$ cat src/hdl/owm_pkg.sv
// ---------------------------------------------------------------------------
// owm_pkg: shared types and constants of the 1-Wire bus master
// Item and result records, phase codes and standard-speed slot timings.
// ---------------------------------------------------------------------------
package owm_pkg;

	// Input mode codes (tick or command)
	typedef enum logic [1:0] {
		MODE_TICK  = 2'd0,
		MODE_RESET = 2'd1,
		MODE_WRITE = 2'd2,
		MODE_READ  = 2'd3
	} mode_t;

	// Bus sequencer phases
	typedef enum logic [2:0] {
		PH_IDLE      = 3'd0,
		PH_RST_LOW   = 3'd1,
		PH_RST_REL   = 3'd2,
		PH_RST_WAIT  = 3'd3,
		PH_SLOT_LOW  = 3'd4,
		PH_SLOT_HIGH = 3'd5,
		PH_READ_POST = 3'd6
	} phase_t;

	// Microsecond counts (9-bit tick counter)
	localparam logic [8:0] T_RST_LOW   = 9'd480;
	localparam logic [8:0] T_RST_REL   = 9'd70;
	localparam logic [8:0] T_RST_WAIT  = 9'd410;
	localparam logic [8:0] T_SHORT_LOW = 9'd6;
	localparam logic [8:0] T_READ_SMP  = 9'd9;
	localparam logic [8:0] T_READ_POST = 9'd55;
	localparam logic [8:0] T_ZERO_LOW  = 9'd60;
	localparam logic [8:0] T_ZERO_HIGH = 9'd10;
	localparam logic [8:0] T_ONE_HIGH  = 9'd64;

	// Classified item passed from front end to engine
	typedef struct packed {
		logic       is_cmd;
		mode_t      mode;
		logic [7:0] tx_byte;
		logic       line_level;
	} item_t;

	// One result record
	typedef struct packed {
		logic [7:0] rx_byte;
		logic       device_present;
		logic       done_res;
		logic       busy_res;
		logic       line_low;
	} result_t;

endpackage

$ cat src/hdl/one_wire_bus_master.sv
// ---------------------------------------------------------------------------
// one_wire_bus_master: standard-speed 1-Wire bus master
// Command and microsecond-tick items in, one bus status result per item out.
//
//   Channel   Dir  tdata                                   tuser
//   s_*       in   [7:0] tx_byte, [8] line_level           [1:0] mode
//   m_*       out  [0] line_low, [1] busy_res, [2] done_res, -
//                  [3] device_present, [11:4] rx_byte
//
// One item per clock sustained while m_tready is high; each item passes the
// input register, the queue and the result register, and the engine updates
// phase and counter in one step per item. Reset (arst_n low) idles the bus
// and empties the queue. A stalled m_tready backs up through the queue to
// s_tready only once the queue is full.
// ---------------------------------------------------------------------------
module one_wire_bus_master #(
	parameter int QUEUE_DEPTH = 4
) (
	input  logic        clk,
	input  logic        arst_n,
	input  logic        s_tvalid,
	output logic        s_tready,
	input  logic [15:0] s_tdata,   // [7:0] tx_byte, [8] line_level, rest zero
	input  logic [1:0]  s_tuser,   // [1:0] mode
	output logic        m_tvalid,
	input  logic        m_tready,
	output logic [15:0] m_tdata    // [0] line_low, [1] busy_res, [2] done_res,
	                               // [3] device_present, [11:4] rx_byte, rest zero
);

	logic             push_valid;
	logic             push_ready;
	owm_pkg::item_t   push_item;
	logic             pop_valid;
	logic             pop_ready;
	owm_pkg::item_t   pop_item;
	owm_pkg::result_t res;

	// Front end: accept and classify
	owm_front u_front (
		.clk          (clk),
		.arst_n       (arst_n),
		.in_valid     (s_tvalid),
		.in_ready     (s_tready),
		.in_mode      (owm_pkg::mode_t'(s_tuser)),
		.in_tx_byte   (s_tdata[7:0]),
		.in_line_level(s_tdata[8]),
		.push_valid   (push_valid),
		.push_ready   (push_ready),
		.push_item    (push_item)
	);

	// Queue between front end and engine
	owm_queue #(
		.DEPTH(QUEUE_DEPTH)
	) u_queue (
		.clk      (clk),
		.arst_n   (arst_n),
		.wr_valid (push_valid),
		.wr_ready (push_ready),
		.wr_item  (push_item),
		.rd_valid (pop_valid),
		.rd_ready (pop_ready),
		.rd_item  (pop_item)
	);

	// Back end: bus timing
	owm_engine u_engine (
		.clk        (clk),
		.arst_n     (arst_n),
		.item_valid (pop_valid),
		.item_ready (pop_ready),
		.item       (pop_item),
		.res_valid  (m_tvalid),
		.res_ready  (m_tready),
		.res        (res)
	);

	assign m_tdata = {4'd0, res};

endmodule

$ cat src/hdl/owm_front.sv
// ---------------------------------------------------------------------------
// owm_front: input stage
// Takes input transfers, classifies them as command or tick and registers
// them for the item queue.
// ---------------------------------------------------------------------------
module owm_front (
	input  logic              clk,
	input  logic              arst_n,
	input  logic              in_valid,
	output logic              in_ready,
	input  owm_pkg::mode_t    in_mode,
	input  logic [7:0]        in_tx_byte,
	input  logic              in_line_level,
	output logic              push_valid,
	input  logic              push_ready,
	output owm_pkg::item_t    push_item
);

	logic           valid_s1;
	owm_pkg::item_t item_s1;

	// Stage is free when empty or draining this cycle
	assign in_ready   = !valid_s1 || push_ready;
	assign push_valid = valid_s1;
	assign push_item  = item_s1;

	// Valid flag
	always_ff @(posedge clk or negedge arst_n) begin
		if (!arst_n) begin
			valid_s1 <= 1'b0;
		end else if (in_ready) begin
			valid_s1 <= in_valid;
		end
	end

	// Payload with classification
	always_ff @(posedge clk) begin
		if (in_valid && in_ready) begin
			item_s1.is_cmd     <= (in_mode != owm_pkg::MODE_TICK);
			item_s1.mode       <= in_mode;
			item_s1.tx_byte    <= in_tx_byte;
			item_s1.line_level <= in_line_level;
		end
	end

endmodule

$ cat src/hdl/owm_queue.sv
// ---------------------------------------------------------------------------
// owm_queue: item queue
// Small register FIFO between the front end and the bus engine.
// ---------------------------------------------------------------------------
module owm_queue #(
	parameter int DEPTH = 4
) (
	input  logic           clk,
	input  logic           arst_n,
	input  logic           wr_valid,
	output logic           wr_ready,
	input  owm_pkg::item_t wr_item,
	output logic           rd_valid,
	input  logic           rd_ready,
	output owm_pkg::item_t rd_item
);

	localparam int PW = (DEPTH > 1) ? $clog2(DEPTH) : 1;
	localparam int CW = $clog2(DEPTH + 1);

	owm_pkg::item_t mem_q [DEPTH];
	logic [PW-1:0]  wr_ptr_q;
	logic [PW-1:0]  rd_ptr_q;
	logic [CW-1:0]  count_q;
	logic           do_wr;
	logic           do_rd;

	assign wr_ready = (count_q != CW'(DEPTH));
	assign rd_valid = (count_q != '0);
	assign rd_item  = mem_q[rd_ptr_q];
	assign do_wr    = wr_valid && wr_ready;
	assign do_rd    = rd_valid && rd_ready;

	// Pointers and fill count
	always_ff @(posedge clk or negedge arst_n) begin
		if (!arst_n) begin
			wr_ptr_q <= '0;
			rd_ptr_q <= '0;
			count_q  <= '0;
		end else begin
			if (do_wr) begin
				wr_ptr_q <= (wr_ptr_q == PW'(DEPTH - 1)) ? '0 : wr_ptr_q + 1'b1;
			end
			if (do_rd) begin
				rd_ptr_q <= (rd_ptr_q == PW'(DEPTH - 1)) ? '0 : rd_ptr_q + 1'b1;
			end
			if (do_wr && !do_rd) begin
				count_q <= count_q + 1'b1;
			end else if (do_rd && !do_wr) begin
				count_q <= count_q - 1'b1;
			end
		end
	end

	// Storage
	always_ff @(posedge clk) begin
		if (do_wr) begin
			mem_q[wr_ptr_q] <= wr_item;
		end
	end

endmodule

$ cat src/hdl/owm_engine.sv
// ---------------------------------------------------------------------------
// owm_engine: bus timing engine
// Runs reset, write-byte and read-byte sequences one tick per item and
// registers one result per item.
// ---------------------------------------------------------------------------
module owm_engine (
	input  logic              clk,
	input  logic              arst_n,
	input  logic              item_valid,
	output logic              item_ready,
	input  owm_pkg::item_t    item,
	output logic              res_valid,
	input  logic              res_ready,
	output owm_pkg::result_t  res
);

	owm_pkg::phase_t  phase_q, phase_d;
	owm_pkg::mode_t   op_q, op_d;
	logic [8:0]       tick_q, tick_d;
	logic [2:0]       bit_q, bit_d;
	logic [7:0]       shift_q, shift_d;
	logic             present_q, present_d;
	logic             drive_q, drive_d;
	logic             done;
	logic [8:0]       tick_inc;
	logic             wbit;
	logic             is_read;
	logic [8:0]       lim_low;
	logic [8:0]       lim_high;
	logic             step;
	logic             res_valid_q;
	owm_pkg::result_t res_q;
	owm_pkg::result_t res_d;

	// Take an item when the result register is free or draining
	assign item_ready = !res_valid_q || res_ready;
	assign step       = item_valid && item_ready;
	assign res_valid  = res_valid_q;
	assign res        = res_q;

	// Slot timing selection
	assign tick_inc = tick_q + 9'd1;
	assign wbit     = shift_q[bit_q];
	assign is_read  = (op_q == owm_pkg::MODE_READ);
	assign lim_low  = (is_read || wbit) ? owm_pkg::T_SHORT_LOW : owm_pkg::T_ZERO_LOW;
	assign lim_high = is_read ? owm_pkg::T_READ_SMP
	                : (wbit ? owm_pkg::T_ONE_HIGH : owm_pkg::T_ZERO_HIGH);

	// Next state and result
	always_comb begin
		phase_d   = phase_q;
		op_d      = op_q;
		tick_d    = tick_q;
		bit_d     = bit_q;
		shift_d   = shift_q;
		present_d = present_q;
		drive_d   = drive_q;
		done      = 1'b0;

		if (item.is_cmd) begin
			// new command only when idle
			if (phase_q == owm_pkg::PH_IDLE) begin
				op_d      = item.mode;
				tick_d    = '0;
				bit_d     = '0;
				present_d = 1'b0;
				shift_d   = (item.mode == owm_pkg::MODE_WRITE) ? item.tx_byte : 8'd0;
				phase_d   = (item.mode == owm_pkg::MODE_RESET) ? owm_pkg::PH_RST_LOW
				                                               : owm_pkg::PH_SLOT_LOW;
				drive_d   = 1'b1;
			end
		end else if (phase_q != owm_pkg::PH_IDLE) begin
			tick_d = tick_inc;
			case (phase_q)
				owm_pkg::PH_RST_LOW: begin
					if (tick_inc >= owm_pkg::T_RST_LOW) begin
						phase_d = owm_pkg::PH_RST_REL;
						drive_d = 1'b0;
						tick_d  = '0;
					end
				end
				owm_pkg::PH_RST_REL: begin
					if (tick_inc >= owm_pkg::T_RST_REL) begin
						tick_d = '0;
						if (item.line_level) begin
							// no presence pulse: finish now
							present_d = 1'b0;
							phase_d   = owm_pkg::PH_IDLE;
							drive_d   = 1'b0;
							done      = 1'b1;
						end else begin
							present_d = 1'b1;
							phase_d   = owm_pkg::PH_RST_WAIT;
						end
					end
				end
				owm_pkg::PH_RST_WAIT: begin
					if (tick_inc >= owm_pkg::T_RST_WAIT) begin
						phase_d = owm_pkg::PH_IDLE;
						drive_d = 1'b0;
						tick_d  = '0;
						done    = 1'b1;
					end
				end
				owm_pkg::PH_SLOT_LOW: begin
					if (tick_inc >= lim_low) begin
						phase_d = owm_pkg::PH_SLOT_HIGH;
						drive_d = 1'b0;
						tick_d  = '0;
					end
				end
				owm_pkg::PH_SLOT_HIGH, owm_pkg::PH_READ_POST: begin
					if (phase_q == owm_pkg::PH_SLOT_HIGH && is_read) begin
						// read sample point
						if (tick_inc >= lim_high) begin
							shift_d = {item.line_level, shift_q[7:1]};
							phase_d = owm_pkg::PH_READ_POST;
							tick_d  = '0;
						end
					end else if ((phase_q == owm_pkg::PH_SLOT_HIGH && tick_inc >= lim_high)
					          || (phase_q == owm_pkg::PH_READ_POST
					              && tick_inc >= owm_pkg::T_READ_POST)) begin
						// end of bit slot
						tick_d = '0;
						if (bit_q == 3'd7) begin
							phase_d = owm_pkg::PH_IDLE;
							drive_d = 1'b0;
							done    = 1'b1;
						end else begin
							bit_d   = bit_q + 3'd1;
							phase_d = owm_pkg::PH_SLOT_LOW;
							drive_d = 1'b1;
						end
					end
				end
				default: begin
					// unused code: drop back to idle silently
					phase_d = owm_pkg::PH_IDLE;
					drive_d = 1'b0;
					tick_d  = '0;
				end
			endcase
		end

		res_d.line_low       = drive_d;
		res_d.busy_res       = (phase_d != owm_pkg::PH_IDLE);
		res_d.done_res       = done;
		res_d.device_present = done && (op_d == owm_pkg::MODE_RESET) && present_d;
		res_d.rx_byte        = (done && op_d == owm_pkg::MODE_READ) ? shift_d : 8'd0;
	end

	// Engine state
	always_ff @(posedge clk or negedge arst_n) begin
		if (!arst_n) begin
			phase_q   <= owm_pkg::PH_IDLE;
			op_q      <= owm_pkg::MODE_TICK;
			tick_q    <= '0;
			bit_q     <= '0;
			shift_q   <= '0;
			present_q <= 1'b0;
			drive_q   <= 1'b0;
		end else if (step) begin
			phase_q   <= phase_d;
			op_q      <= op_d;
			tick_q    <= tick_d;
			bit_q     <= bit_d;
			shift_q   <= shift_d;
			present_q <= present_d;
			drive_q   <= drive_d;
		end
	end

	// Result valid
	always_ff @(posedge clk or negedge arst_n) begin
		if (!arst_n) begin
			res_valid_q <= 1'b0;
		end else if (item_ready) begin
			res_valid_q <= item_valid;
		end
	end

	// Result payload
	always_ff @(posedge clk) begin
		if (step) begin
			res_q <= res_d;
		end
	end

endmodule

$ cat config.mk
export PLATFORM = sky130hd
export DESIGN_NAME = one_wire_bus_master
export DESIGN_NICKNAME = d
export VERILOG_FILES = /design/src/hdl/owm_pkg.sv /design/src/hdl/one_wire_bus_master.sv /design/src/hdl/owm_front.sv /design/src/hdl/owm_queue.sv /design/src/hdl/owm_engine.sv
export SDC_FILE = /design/constraint.sdc
export NUM_CORES = 1
export LEC_CHECK = 0
export BUFFER_PORTS_ARGS = -buffer_cell sky130_fd_sc_hd__buf_4
export CAP_MARGIN = 20
export CORE_MARGIN = 5
export CORE_UTILIZATION = 35
export DETAILED_ROUTE_END_ITERATION = 10
export GPL_TIMING_DRIVEN = 0
export PLACE_DENSITY = 0.53
export SYNTH_ARGS = -nofsm -noshare
export SYNTH_HDL_FRONTEND = slang
export SYNTH_SLANG_ARGS = --single-unit
$ cat constraint.sdc
create_clock -name clk -period 4.55 [get_ports clk]
set_input_delay 0.91 -clock clk [delete_from_list [all_inputs] [get_ports clk]]
set_output_delay 0.91 -clock clk [all_outputs]
set_load 0.1 [all_outputs]
# Word level (Yosys, flattened, before mapping)

Memories as Yosys holds them, arrays and structs flattened.
Index checks and enable logic that the tools add are counted.

Register bits: 60
Memory bits (writable): 48
Input bits: 22
Word-level logic and storage cells: 163
Memories kept: 1

$add $sub $neg: 6
Magnitude comparators: 7
Equal/unequal tests: 18
Multiplexer cells: 79
Reductions and logical operators: 31

Memory list:

| name          | depth | width | read ports | clocked after Yosys merged registers in | write ports | RTL line        | text |
|---|---|---|---|---|---|---|---|
| u_queue.mem_q | 4     | 12    | 1          | 0                                       | 1           | owm_queue.sv:21 | `owm_pkg::item_t mem_q [DEPTH];` |

Operator list:

| cell                  | number |
|---|---|
| $mux W9               | 11 |
| $mux W3               | 21 |
| $mux W8               | 7 |
| $pmux W9 S5           | 1 |
| $mux W1               | 28 |
| $ge A9 B9 Y1          | 2 |
| $ge A9 B9 Y1 const B  | 2 |
| $pmux W3 S5           | 1 |
| $eq A3 B3 Y1 const B  | 4 |
| $logic_and A1 B1 Y1   | 11 |
| $eq A2 B2 Y1 const B  | 5 |
| $mux W2               | 5 |
| $reduce_bool A2 Y1    | 5 |
| $add A9 B1 Y9 const B | 1 |
| $ge A9 B6 Y1 const B  | 1 |
| $ge A9 B7 Y1 const B  | 1 |
| $reduce_bool A3 Y1    | 3 |
| $mux W7               | 1 |
| $reduce_and A7 Y1     | 1 |
| $add A3 B1 Y3 const B | 2 |
| $eq A3 B2 Y1 const B  | 2 |
| $mux W6               | 1 |
| $pmux W1 S5           | 1 |
| $add A2 B1 Y2 const B | 2 |
| 14 further kinds      | 22 |

# Longest topological paths before layout

Depth after elaboration: 14
Gate-level depth with buffers: 13
Mapped depth without buffers: 11

# By module

Synthesis repeated with hierarchy kept, for this count alone.

Cell total of the unflattened synthesis: 449
Area total of the unflattened synthesis: 5,607.9 µm²

By module, submodules not included:

| module              | times used | cells each | area each (µm²) | sequential area each (µm²) |
|---|---|---|---|---|
| owm_engine          | 1          | 328        | 2,980.4         | 1,061.0 |
| owm_queue           | 1          | 99         | 2,173.3         | 1,616.6 |
| owm_front           | 1          | 17         | 420.4           | 385.4 |
| one_wire_bus_master | 1          | 5          | 33.8            | 0.0 |

# Worst setup path before layout

No wires, ideal clock.

Path kind: register -> register
From: reg u_engine.bit_q[0]
To: reg u_engine.res_q (netlist bit u_engine.res[1]), data pin
Arrival time: 2.946 ns
Data required time: 4.273 ns
Slack: 1.327 ns
Stages on the path, launching flop included: 11
Path buffers: 0
Period minus slack after synthesis: 3.223 ns
Cell sequence: dfrtp_1 mux4_2 mux2i_1 nand2_1 ha_1 and3_1 a32o_1 or4_1 nor2b_1 nor4_1 o2111ai_1

RTL lines:

| element                | RTL line          | text |
|---|---|---|
| from (decl)            | owm_engine.sv:20  | `logic [2:0] bit_q, bit_d;` |
| from (signal assigned) | owm_engine.sv:166 | `bit_q <= bit_d;` |
| to (signal assigned)   | owm_engine.sv:185 | `res_q <= res_d;` |
| to (decl)              | owm_engine.sv:32  | `owm_pkg::result_t res_q;` |

# Final worst setup path

From: reg u_engine.bit_q[0]
To: reg u_engine.res_q (netlist bit u_engine.res[8]), data pin

Longest elaborated chain between the ends: 13

Ends and longest elaborated chain:

| element                       | RTL line                             | text |
|---|---|---|
| $bmux W1 S3                   | owm_engine.sv:43                     | `assign wbit = shift_q[bit_q];` |
| $mux W1 (implied by the code) | owm_engine.sv:43                     |  |
| $mux W7                       | owm_engine.sv:47                     | `: (wbit ? owm_pkg::T_ONE_HIGH : owm_pkg::T_ZERO_HIGH);` |
| $mux W9                       | owm_engine.sv:46                     | `assign lim_high = is_read ? owm_pkg::T_READ_SMP` |
| $ge A9 B9 Y1                  | owm_engine.sv:115, owm_engine.sv:120 |  |
| $logic_and A1 B1 Y1           | owm_engine.sv:120                    | `end else if ((phase_q == owm_pkg::PH_SLOT_HIGH && tick_inc >= lim_high)` |
| $logic_or A1 B1 Y1            | owm_engine.sv:121                    | `\|\| (phase_q == owm_pkg::PH_READ_POST` |
| $mux W1                       | owm_engine.sv:120                    |  |
| $mux W1                       | owm_engine.sv:113                    | `if (phase_q == owm_pkg::PH_SLOT_HIGH && is_read) begin` |
| $pmux W1 S3                   | owm_engine.sv:74                     | `case (phase_q)` |
| $mux W1                       | owm_engine.sv:72                     | `end else if (phase_q != owm_pkg::PH_IDLE) begin` |
| $mux W1                       | owm_engine.sv:60                     | `if (item.is_cmd) begin` |
| $logic_and A1 B1 Y1           | owm_engine.sv:149                    | `res_d.rx_byte = (done && op_d == owm_pkg::MODE_READ) ? shift_d : 8'd0;` |

Several ways; a longest one is shown, not always the timed one. The select of a mux whose other input is x is not followed.
A chain may end at the register's enable or synchronous reset.

==> run summary <==
Vertical die dimension: 135 um
Terminus of the critical flop-to-flop path: u_engine.res[8]
Total power: 3.80 mW
Rel. slew slack: 27.4%
Worst clock skew: 0.00820 ns
Number of max-capacitance violations reported: 0
Via-to-Cell Ratio: 5.22
Primary FF master, synth: edfxtp_1
Number of nets in the final layout: 544
Data arrival time at the worst-slack endpoint: 3.83 ns
Accumulated negative setup slack: 0 ns
Total wirelength of the detailed-routed design: 11800 um
Routability-driven placement congestion ratio: 0.870
Number of slew-limit violations in the final report: 0
Share of flip-flops with an asynchronous set or reset after synthesis: 33.3%
Largest net degree at the start of global routing: 37
Congestion Overflow GR: 0
Unrepaired setup endpoints after global routing: false
Worst reg-to-reg path cell count: 12
Worst min path class: reg2reg
Placement Setup Slack: 0.788 ns
Leakage power: 2.42 nW
Status: complete, no violations
TritonCTS clock tree: done
Number of clock buffers inserted by TritonCTS: 9
WL/cell: 16.4 um
Number of buffers added to fix hold violations after cts: 0
Area of the die: 0.0183 sq mm
Number of DRC violations after detailed-routing iteration 0: 305
Worst-Margin Slew: 1.09 ns
Clock tree buffer depth: 2
Number of standard cells in the layout, taps in and fillers out: 719
Worst reg2reg setup slack: 0.82 ns
Hold Path Origin: u_front.push_item[8]
Maximum clock frequency: 268 MHz
Final HPWL DP: 8590 um
Antenna diode count: 0
Antenna violations before repair: 0
Yosys reg bits: 108
Core Footprint: 0.0153 sq mm
Number of library cell types mapped by synthesis: 69
Category of the critical setup timing path: reg2reg
Effective utilization at floorplan: 35.9%
Wire length of the first global-routing pass: 19500 um
Critical Path End Type: flip-flop
P&R area growth vs syn: 14.7%
Vias after detailed routing: 3752
Pwr dens: 604 mW/mm^2
CTS HTree Levels: 3
Type of origin of the critical path: flip-flop
Final count of hold timing violations: 0
Number of antenna-violating nets in the routed design: 0
Cells resized by post-CTS repair: 0
Worst reg2reg startpoint: u_engine.bit_q[0]
Clock sink count: 108
I/O Buffers: 28
Final WS setup: 0.823 ns
Hold path depth: 0
Critical path peak fanout: 10
Number of warnings issued by yosys: 0
Overall Global Routing Usage: 13.5%
Cell Area, Synth: 0.00550 sq mm
Total setup buffers inserted after CTS: 0
Share of the cycle needed by the critical path after routing: 81.9%
Total DRC errors in the routed layout: 0
Number of failing setup endpoints in the final timing report: 0
Number of enable-type register cells in the synthesized netlist: 72
Std cell rows: 45
Horiz. Die Dim: 135 um
Clk slew on worst S/H paths: 0.08 ns
Register area share after synthesis: 55.7%
Post-synthesis instance total: 461
Source-to-sink clock delay at the later pin of the worst-skew pair: 0.35 ns
DR pass1 iterations: 4
Library cell used as clock root buffer: clkbuf_16
Post-synthesis area per instance: 11.9 sq um
Worst Hold End: u_queue.mem_q[3][8]
Final worst path period need: 3.73 ns
Vias in the first global route: 3702
Top-level port count: 40
Highest ir drop seen on vdd: 0.240 mV
Required time of the critical path: 4.65 ns
Proportion of layout cells with a drive suffix above 1: 16.5%
Post-Place Cells: 703
-- synthesized netlist by cell type (5+ instances only) --
master / instances / area share [%]
o211ai_1: 8 / 1.1
clkbuf_1: 14 / 0.96
a21o_1: 6 / 0.82
mux2_2: 5 / 1.0
dfrtp_1: 36 / 16
mux4_2: 14 / 5.7
a21oi_1: 8 / 0.73
nor2_1: 40 / 2.7
and2_1: 8 / 0.91
buf_4: 5 / 0.68
nor3_1: 5 / 0.46
ha_1: 18 / 4.1
edfxtp_1: 72 / 39
inv_1: 17 / 1.2
nand2_1: 55 / 3.8
buf_2: 5 / 0.46
nor2b_1: 12 / 1.4
o21ai_0: 26 / 2.4
o311ai_0: 5 / 0.80
and3_1: 5 / 0.57
a221oi_1: 7 / 1.1
nand2b_1: 6 / 0.68
nand3_1: 5 / 0.46
-- worst max path at each step --
stage / endpoint / startpoint / depth (start not counted)
6_report: u_engine.res[8] / u_engine.bit_q[0] / 12
5_1_grt: u_engine.res[8] / u_engine.bit_q[0] / 12
4_1_cts: u_engine.res[8] / u_engine.bit_q[0] / 12
3_5_place_dp: u_engine.res[8] / u_engine.bit_q[0] / 12
3_3_place_gp: u_engine.res[9] / u_engine.bit_q[0] / 12
2_1_floorplan: u_engine.res[1] / u_engine.bit_q[0] / 10
-- layout by cell type (no fill, tap or decap), types with 6 or more instances in the layout --
cell	Yosys	layout
clkbuf_1	14	14
o21ai_0	26	26
inv_1	17	17
nor2_1	40	40
nand2_1	55	55
a21oi_1	8	8
mux4_2	14	14
and2_1	8	8
nor2b_1	12	12
a21o_1	6	6
a221oi_1	7	7
o211ai_1	8	8
dfrtp_1	36	36
nand2b_1	6	6
clkbuf_16	0	9
ha_1	18	18
edfxtp_1	72	72
buf_4	5	33
-- per-stage QoR --
step / instance area (sq um) / hold WS, ns / utilization [%]
floorplan: 5510 / 0.459 / -
global placement: 5980 / 0.471 / 39.1
detailed placement: 5980 / 0.476 / 39.1
CTS: 6300 / 0.495 / 41.2
global route: 6300 / 0.509 / 41.2
finish: 6300 / 0.497 / 41.2
-- worst max-delay path, cell delays in order, from the launching register on --
cell	delay, ns
dfrtp_1	0.46
mux4_2	0.52
mux2i_1	0.27
nand2_1	0.21
ha_1	0.34
nand2_1	0.05
o21ai_0	0.23
o31ai_1	0.16
a211oi_2	0.46
buf_2	0.31
nor2_1	0.07
a221oi_1	0.31
nor2_1	0.08
-- where the power goes --
| group | leakage (nW) | internal (mW) | switching, mW |
|---|---|---|---|
| Sequential | 1.14 | 1.32 | 0.143 |
| Clock | 0.158 | 0.446 | 0.386 |
| Combinational | 1.12 | 0.486 | 1.02 |
| Total | 2.42 | 2.25 | 1.55 |
-- cells by family (layout without fill, tap and decap cells) --
| group | Yosys count | after routing | share of synthesized area (%) |
|---|---|---|---|
| buf+inv | 41 | 85 | 3.26 |
| mux | 20 | 20 | 6.94 |
| fa+ha+maj | 19 | 19 | 4.46 |
| flops | 108 | 108 | 55.7 |
| other cells | 1 | 4 | 0.0682 |
| simple gates | 157 | 157 | 14.0 |
| xor+xnor | 7 | 7 | 1.12 |
| compound gates | 108 | 108 | 14.4 |
-- cell type report --
cell class	count	area, sq um
sequential	108	3060
inverter	17	63.8
buffer	24	115
multi-input combinational	315	2270
tap	211	264
clock buffer	9	225
timing repair buffer	28	210
clock inverter	7	95.1
fill	1470	9010
-- flip-flops by register name (all words and copies together), names as in the netlist, 2 cells and up --
name,flops
u_queue.rd_ptr_q,2
u_engine.tick_q,9
u_engine.op_q,2
u_engine.shift_q,8
u_queue.mem_q,48
u_engine.bit_q,3
u_queue.wr_ptr_q,2
u_engine.phase_q,3
u_engine.res,12
u_front.push_item,12
u_queue.count_q,3
-- per-layer routing --
metal	share of wire [%]	track usage, %	routed length, um
met4	1.3	4.03	157
met1	45	18.1	5260
met5	0	0	0
met3	3.6	2.56	423
met2	50	22.4	5950
No activity file was read; power rests on OpenSTA's default activity.
